[src/rtl/bbrc_pkg.sv]
// ----------------------------------------------------------------------------
// bbrc_pkg
// Types and constants of the byte-wise bit-vector rule classifier.
// ----------------------------------------------------------------------------
package bbrc_pkg;
    localparam int MAX_RULES  = 256;
    localparam int MAX_TABLES = 37;
    localparam int CHUNK_BITS = 64;
    localparam int CHUNKS     = MAX_RULES / CHUNK_BITS;
    localparam int ROWS       = 256;
    localparam int CW         = $clog2(CHUNKS);
    localparam int RW         = $clog2(MAX_RULES);
    localparam int TW         = 6;
    localparam int MEM_DEPTH  = MAX_TABLES * ROWS * CHUNKS;
    localparam int AW         = $clog2(MEM_DEPTH);
    localparam logic [5:0] TABLES_RESET = 6'd13;

    typedef enum logic [1:0] {
        KIND_RULE    = 2'd0,
        KIND_PATTERN = 2'd1,
        KIND_BYTE    = 2'd2,
        KIND_NONE    = 2'd3
    } kind_t;

    typedef enum logic [2:0] {
        ST_OK      = 3'd0,
        ST_DUP     = 3'd1,
        ST_FULL    = 3'd2,
        ST_BADTAB  = 3'd3,
        ST_KEYLEN  = 3'd4
    } status_t;

    typedef struct packed {
        logic [1:0]  kind;
        logic [31:0] rule_number;
        logic [5:0]  table_index;
        logic [7:0]  match_byte;
        logic [7:0]  mask_byte;
        logic [7:0]  packet_byte;
        logic        last_byte;
    } in_item_t;

    typedef struct packed {
        logic [2:0]  status;
        logic [1:0]  chunk_index;
        logic [63:0] candidate_bits;
        logic        any_candidate;
        logic [5:0]  first_candidate;
        logic        last_result;
    } out_item_t;
endpackage

[src/rtl/bbrc_fifo.sv]
// ----------------------------------------------------------------------------
// bbrc_fifo
// Two-entry queue that decouples the front part from the engine.
// ----------------------------------------------------------------------------
module bbrc_fifo
    import bbrc_pkg::*;
(
    input  logic     clk,
    input  logic     rst_n,
    input  logic     wr,
    input  in_item_t wdata,
    output logic     full,
    input  logic     rd,
    output in_item_t rdata,
    output logic     empty
);
    in_item_t   mem_reg [2];
    logic       wp_reg, rp_reg;
    logic [1:0] cnt_reg;

    assign full  = (cnt_reg == 2'd2);
    assign empty = (cnt_reg == 2'd0);
    assign rdata = mem_reg[rp_reg];

    always_ff @(posedge clk)
    begin
        if (wr && !full)
        begin
            mem_reg[wp_reg] <= wdata;
        end
    end

    always_ff @(posedge clk or negedge rst_n)
    begin
        if (!rst_n)
        begin
            wp_reg  <= 1'b0;
            rp_reg  <= 1'b0;
            cnt_reg <= 2'd0;
        end
        else
        begin
            if (wr && !full)
            begin
                wp_reg <= ~wp_reg;
            end
            if (rd && !empty)
            begin
                rp_reg <= ~rp_reg;
            end
            cnt_reg <= cnt_reg + 2'((wr && !full) ? 1 : 0) - 2'((rd && !empty) ? 1 : 0);
        end
    end
endmodule

[config.mk]
export PLATFORM = sky130hd
export DESIGN_NAME = bbrc_fifo
export DESIGN_NICKNAME = d
export VERILOG_FILES = /design/src/rtl/bbrc_pkg.sv /design/src/rtl/bbrc_fifo.sv
export SDC_FILE = /design/constraint.sdc
export NUM_CORES = 1
export LEC_CHECK = 0
export BUFFER_PORTS_ARGS = -buffer_cell sky130_fd_sc_hd__buf_4
export CAP_MARGIN = 10
export CORE_MARGIN = 2
export CORE_UTILIZATION = 55
export DETAILED_ROUTE_END_ITERATION = 7
export GPL_ROUTABILITY_DRIVEN = 0
export PLACE_DENSITY = 0.9
export SLEW_MARGIN = 20
export SYNTH_ARGS = -nofsm -noshare
export SYNTH_HDL_FRONTEND = slang
export SYNTH_SLANG_ARGS = --single-unit
[constraint.sdc]
create_clock -name clk -period 10.9 [get_ports clk]
set_input_delay 0.545 -clock clk [delete_from_list [all_inputs] [get_ports clk]]
set_output_delay 0.545 -clock clk [all_outputs]
set_load 0.01 [all_outputs]
# Word-level counts from Yosys, hierarchy flattened
# Memories as Yosys holds them, arrays and structs flattened.
# Cells that the tools add are included.
[word_totals] elab_cells=18 memories=1 ram_bits=130 input_bits=69 reg_bits=4
[memory_table] memory="mem_reg" words=2 word_bits=65 read_ports=1 rd_clocked_by_memory_dff=0 write_ports=1 line_no="bbrc_fifo.sv:17" source="in_item_t mem_reg [2];"
[classes] n_reduce_logical=5 addsub=2 n_eq_ne=1 muxes=4 n_bitwise=2
[ops] operator="$mux 1" count=4
[ops] operator="$add 2x1->2" count=1
[ops] operator="$eq 2x2->1 const B" count=1
[ops] operator="$logic_and 1x1->1" count=2
[ops] operator="$logic_not 1->1" count=2
[ops] operator="$logic_not 2->1" count=1
[ops] operator="$not 1->1" count=2
[ops] operator="$sub 2x1->2" count=1

# Longest topological paths before layout
# Gate-level depths: netlist of the first run.
[depth] depth_word=6 depth_mapped=7 depth_no_buf=7

# Least setup slack after synthesis of the first run
# Ideal clock, no wire load.
[synth_path] path_kind="input port to flip-flop" from="input wr" to="memory mem_reg[0][0] (netlist name), enable pin" stages=2 arrival_ns=3.356 slack_ns=7.056 cell_sequence="nand2_1 nor2_1"
[synth_via] elab_chain_cells=3
[synth_rtl] item="from (decl)" line_no="bbrc_fifo.sv:10" source="input logic wr,"
[synth_rtl] item="$logic_and 1x1->1" line_no="bbrc_fifo.sv:27" source="if (wr && !full)"
[synth_rtl] item="$mux 1" line_no="bbrc_fifo.sv:27"
[synth_rtl] item="$mux 1 (implied by the code)" line_no="bbrc_fifo.sv:29" source="mem_reg[wp_reg] <= wdata;"
[synth_rtl] item="to (decl)" line_no="bbrc_fifo.sv:17"
# Every way passes these cells.

==> results.cfg, run 1 <==
[pwr]
ir_worst_vdd_v = 0.000278
powerDensity_nw_per_um2 = 282
cellLeakagePower_nw = 2.68
total_power_mw = 1.91

[placed_design]
io_buffer_count = 135
place_inst = 458
dp_slack_ns = 8.42
placed_area_um2 = 6160
hpwlAfterDp_um = 5540

[layout]
final_util_pct = 76.9
register_area_um2 = 4010
drive_gt1_share_pct = 61.1
largest_reg_flops = 130
fillers = 501
fin_cells = 491
synthToLayoutAreaGrowth_pct = 34.1
final_area_um2 = 6770
layout.nets = 441
diodes = 0
multi_input_area_um2 = 981

[floorplan]
initial_core_util_pct = 57.3
pin_count = 136
design.core.area_um2 = 8810
rows = 34
fp.dieArea_um2 = 9960
die_w_um = 99.8
die_h_um = 99.8

[global_routing]
grt-ovfl-total = 0
grt_use_total_pct = 18.1
grt_pass1_vias = 2697
antenna_found_initial = 0
grt_max_degree = 67
grt_pass1_wl_um = 13200

[critical_path]
cp_top_family = flip-flops
path_cells = mux2_2 > buf_4
endpoint_kind = primary output
crit_required_ns = 10.36
crit_slowest_cell = dfrtp_4
cp_max_fo = 66
cp.arrival_ns = 2.29
critical_path_class = reg -> out
slowest_delay_ns = 1.14
cp.buffers_inverters = 1
critPathLaunchType = register

[sta]
period_share_pct = 26.1
rsz0062_at_grt = no
worst_slack_ns = 8.06
drv_slew = 0
relSlewSlack_pct = 27.1
finClkSkew_ns = 0.00625
max_freq_mhz = 352
hold_viol_final = 0
setup_viol = 0
whs_ns = 0.223
setup_tns_ns = 0
worst_pin_slew_ns = 1.09
timing.final.crit_period_ns = 2.84

[clocking]
cts.clk_slew.worst_paths_ns = 0.06
cts-root-buf = clkbuf_8
cts_buffers = 17
clock_latency_ns = 0.50
cts_tree = built
ctsResizeCount = 0
clkSinkCount = 134
cts-hold-fix-buffers = 1
cts_setup_buffers = 0
clk_path_buf_depth = 2
htreeDepth = 4

[route]
wire_per_inst_um = 17.7
ant_nets = 0
drt_iter0_markers = 145
wl_um = 8710
drt_pre_antenna_iters = 4
drc_errors = 0
vias = 2525
vias_per_cell = 5.14

[synthesis]
synth_top_area_share_pct = 77.3
synthesis.area_um2 = 5050
synth.area.top_cells = edfxtp_1 (77%), mux2_4 (12%), mux2_2 (5.6%), dfrtp_1 (2.0%), buf_6 (1.1%)
ys_types = 15
syn_nets = 291
synth-seq-cells = 134
synth_area_per_cell_um2 = 23.0
synth-seq-area-share_pct = 79.3
yosys_warnings = 0
syn-instance-count = 220
yosys.area.top_type = edfxtp_1

[run]
cap_violations = 0

[outcome]
status = finished clean

[worst_hold_path]
hold_class = in -> reg
[kinds of logic (layout without fill, tap and decap cells)]
| family | Yosys count | count (layout) | synth area share (%) |
|---|---|---|---|
| adders and majority gates | 2 | 2 | 0.495 |
| muxes | 65 | 65 | 17.5 |
| DFF | 134 | 134 | 79.3 |
| buffers and inverters | 9 | 172 | 1.46 |
| and+or+nand+nor | 6 | 6 | 0.595 |
| xor gates and xnor gates | 4 | 4 | 0.694 |
[metal layers]
layer	track usage, %	routed length [um]	part of all wire (%)
met5	0	0	0
met4	8.32	139	1.6
met3	5.71	546	6.3
met2	32.0	4750	55
met1	19.9	3280	38
[placed cells by master (no fill, tap or decap), types with 2 or more instances in the layout]
cell type / n
dfrtp_1: 3
clkbuf_1: 2
bufinv_16: 4
mux2_2: 25
clkbuf_16: 16
clkinv_4: 2
mux2_4: 40
buf_4: 137
clkinv_2: 2
edfxtp_1: 130
ha_1: 2
inv_1: 2
xnor2_1: 3
clkinvlp_4: 4
[path summary, 6_finish.rpt]
path	from	endpoint	slack [ns]	cells after the start
max	rp_reg$_DFFE_PN0P_	rdata[64]	8.06	2
min	wdata[2]	mem_reg[1][2]$_DFFE_PP_	0.22	1
max reg2reg	cnt_reg[1]$_DFF_PN0_	mem_reg[0][20]$_DFFE_PP_	8.50	4
min reg2reg	cnt_reg[1]$_DFF_PN0_	cnt_reg[1]$_DFF_PN0_	0.55	1
max in group asynchronous	rst_n	rp_reg$_DFFE_PN0P_	10.42	2
min in group asynchronous	rst_n	wp_reg$_DFFE_PN0P_	0.37	2
[cell usage after synthesis]
master / instances
xnor2_1: 3
nand2_1: 1
mux2_4: 40
nand2b_1: 1
dfrtp_1: 4
inv_1: 2
buf_6: 5
mux2_2: 25
xor2_1: 1
buf_2: 2
and3_1: 1
ha_1: 2
nor2b_1: 1
edfxtp_1: 130
nor2_1: 2
[report_power, final]
| part | switching, mW | total, mW | internal (mW) | leakage, nW |
|---|---|---|---|---|
| Sequential | 0.0904 | 0.797 | 0.707 | 1.25 |
| Combinational | 0.219 | 0.542 | 0.323 | 1.15 |
| Clock | 0.201 | 0.571 | 0.370 | 0.281 |
[cell type report]
cell class / count / share of cell area [%]
sequential: 134 / 59.2
timing repair buffer: 138 / 15.3
multi-input combinational: 77 / 14.5
clock buffer: 19 / 6.23
clock inverter: 13 / 2.68
tap: 108 / 2.00
inverter: 2 / 0.111
(Power assumes the default switching activity.)
==> run 2, diff against run 1 <==
- ABC_AREA: unset -> 1
- CORE_UTILIZATION: 55 -> 52
- PLACE_DENSITY: 0.9 -> 0.86
- clock period: 10.9 -> 3 ns (I/O delays scaled with it)
==> results.cfg, run 2 <==
[clocking]
htreeDepth = 4
cts_setup_buffers = 0
ctsResizeCount = 0
cts.clk_slew.worst_paths_ns = 0.06
clock_latency_ns = 0.49
cts_buffers = 17
clkSinkCount = 134
cts-root-buf = clkbuf_8
clk_path_buf_depth = 2
cts_tree = built

[synthesis]
synth_top_area_share_pct = 78.8
synthesis.area_um2 = 4950
yosys_warnings = 0
async_flop_share_pct = 2.99
synth-seq-area-share_pct = 80.8
synth_flop_cell = edfxtp_1
synth_area_per_cell_um2 = 13.3
ys_types = 10
synth-seq-cells = 134
synth.area.top_cells = edfxtp_1 (79%), nand2_1 (16%), dfrtp_1 (2.0%), buf_2 (0.91%), buf_4 (0.76%)
yosys.area.top_type = edfxtp_1
synthTopCellsByCount = nand2_1 (208), edfxtp_1 (130), inv_1 (10), buf_2 (9), buf_4 (5)
post-synth-top-count-cell = nand2_1
syn-instance-count = 373
synth_edf_count = 130
syn_nets = 444

[global_routing]
grt_util_met1_pct = 23.5
grt-ovfl-total = 0
grt_pass1_vias = 3561
grt-busiest-layer = met2
use_met2_pct = 41.8
grt_max_degree = 67
grt_pass1_wl_um = 16700
antenna_found_initial = 0
grt_use_total_pct = 22.0
grtUsageMet3_pct = 5.18

[sta]
rsz0062_at_grt = no
drv_slew = 0
worst_pin_slew_ns = 0.843
hold_viol_final = 0
period_share_pct = 70.6
setup_viol = 0
max_freq_mhz = 472
setup_tns_ns = 0
relSlewSlack_pct = 43.8
finClkSkew_ns = 0.00588
timing.final.crit_period_ns = 2.12

[placed_design]
place_inst = 628
hpwlAfterDp_um = 6150
io_buffer_count = 135

[floorplan]
die_w_um = 102
design.core.area_um2 = 9240
fp.dieArea_um2 = 10300
pin_count = 136
die_h_um = 102
rows = 35
initial_core_util_pct = 53.6

[critical_path]
cp_max_fo = 27
startpoint = rp_reg$_DFFE_PN0P_
crit_slowest_cell = dfrtp_2
critical_path_class = reg -> out
rr_worst_depth = 5
slowest_delay_ns = 0.40
path_cells = inv_2 > buf_4 > nand2_1 > nand2_1 > buf_4
reg2reg_from = cnt_reg[0]$_DFF_PN0_
rrSetupSlack_ns = 1.15
critPathLaunchType = register
cp.arrival_ns = 1.97
endpoint_kind = primary output
crit_required_ns = 2.85

[layout]
diodes = 0
fillers = 486
final_cell_mix = nand2_1 (208), buf_4 (139), edfxtp_1 (130), dlygate4sd3_1 (69), clkbuf_16 (16)
drive_gt1_share_pct = 28.8
fin_cells = 729
largest_reg_flops = 130
final_util_pct = 79.4
synthToLayoutAreaGrowth_pct = 48.2
layout_commonest_cell = nand2_1
layout.nets = 658

[pwr]
power.share.combinational_pct = 33.9
p_seq_share_pct = 39.0
powerDensity_nw_per_um2 = 932
p_sw_mw = 2.23
clock_power_share_pct = 27.2
p_int_mw = 4.62
power.share.switching_pct = 32.5
cellLeakagePower_nw = 3.17
ir_worst_vdd_v = 0.000578

[route]
drt_iter0_markers = 155
vias_per_cell = 4.65
drc_errors = 0
vias = 3391
wire_per_inst_um = 15.0
wl_um = 11000
ant_nets = 0
drt_pre_antenna_iters = 4

[outcome]
status = finished clean

[worst_hold_path]
hp-start = wdata[56]
holdPathStages = 2
hold_class = in -> reg

[run]
cap_violations = 0
run 2: cell types whose count changed in the layout (fill, tap and decap cells not counted), moves of 3 or more:
cell,delta
nand2_1,+207
dlygate4sd3_1,+68
mux2_4,-40
mux2_2,-25
inv_1,+7
bufinv_16,-3
inv_6,+3
nand3_1,+3
xnor2_1,-3
run 2: kinds of logic (layout without fill, tap and decap cells):
logic type	count (synthesis)	after routing	share of synthesized area, %
adders and majority gates	2	2	0.505
DFF	134	134	80.8
and+or+nand+nor	212	212	16.1
buffers and inverters	25	252	2.50
run 2: per-layer routing:
layer | part of all wire, % | vias to the layer above
li1 | - | 1676
met1 | 37 | 1571
met2 | 56 | 132
met3 | 5.8 | 12
met4 | 1.0 | 0
met5 | 0 | -
run 2: stage by stage:
stage / area [um2] / hold slack (ns) / worst slack [ns] / power [mW]
after floorplan: 4950 / -0.146 / 0.325 / 3.86
after global placement: 6100 / -0.0510 / 1.28 / 4.84
after detailed placement: 6100 / -0.0479 / 1.16 / 4.93
after CTS: 7340 / 0.347 / 0.877 / 6.87
after global routing: 7340 / 0.363 / 0.755 / 7.21
final: 7340 / 0.383 / 0.883 / 6.84
run 2: layout make-up:
cell class | instances | area [um2] | share of cell area (%)
flip-flops and latches | 134 | 4010 | 54.6
repair buffers | 209 | 1750 | 23.9
multi-input cells | 214 | 832 | 11.3
clock buffers | 19 | 422 | 5.74
well taps | 129 | 161 | 2.20
clock inverters | 13 | 125 | 1.70
inverters | 11 | 41.3 | 0.562
run 2: worst max-delay path, delay by kind of cell, from the launching register on:
family	cells	cell delay, ns
flops	1	0.40
simple gates	2	0.22
buf+inv	3	0.83
run 2: worst paths after layout:
path                                       endpoint
setup / recovery                          rdata[48]
hold / removal             mem_reg[1][56]$_DFFE_PP_
setup reg to reg           mem_reg[1][46]$_DFFE_PP_
hold reg to reg                  wp_reg$_DFFE_PN0P_
max in group asynchronous        rp_reg$_DFFE_PN0P_
min in group asynchronous      cnt_reg[1]$_DFF_PN0_
run 2: power by group through the flow:
stage | registers [mW] | logic [mW] | clock network (mW)
3_5_place_dp | 2.70 | 2.23 | 0
4_1_cts | 2.67 | 2.32 | 1.88
3_3_place_gp | 2.67 | 2.17 | 0
2_1_floorplan | 2.69 | 1.17 | 0
6_report | 2.67 | 2.32 | 1.86
5_1_grt | 2.70 | 2.54 | 1.97
run 2: what timing repair did:
item                                    CTS  global route
hold buffers                             69             0
endpoints found under the hold margin   136             0
endpoints found under the setup margin    0             0
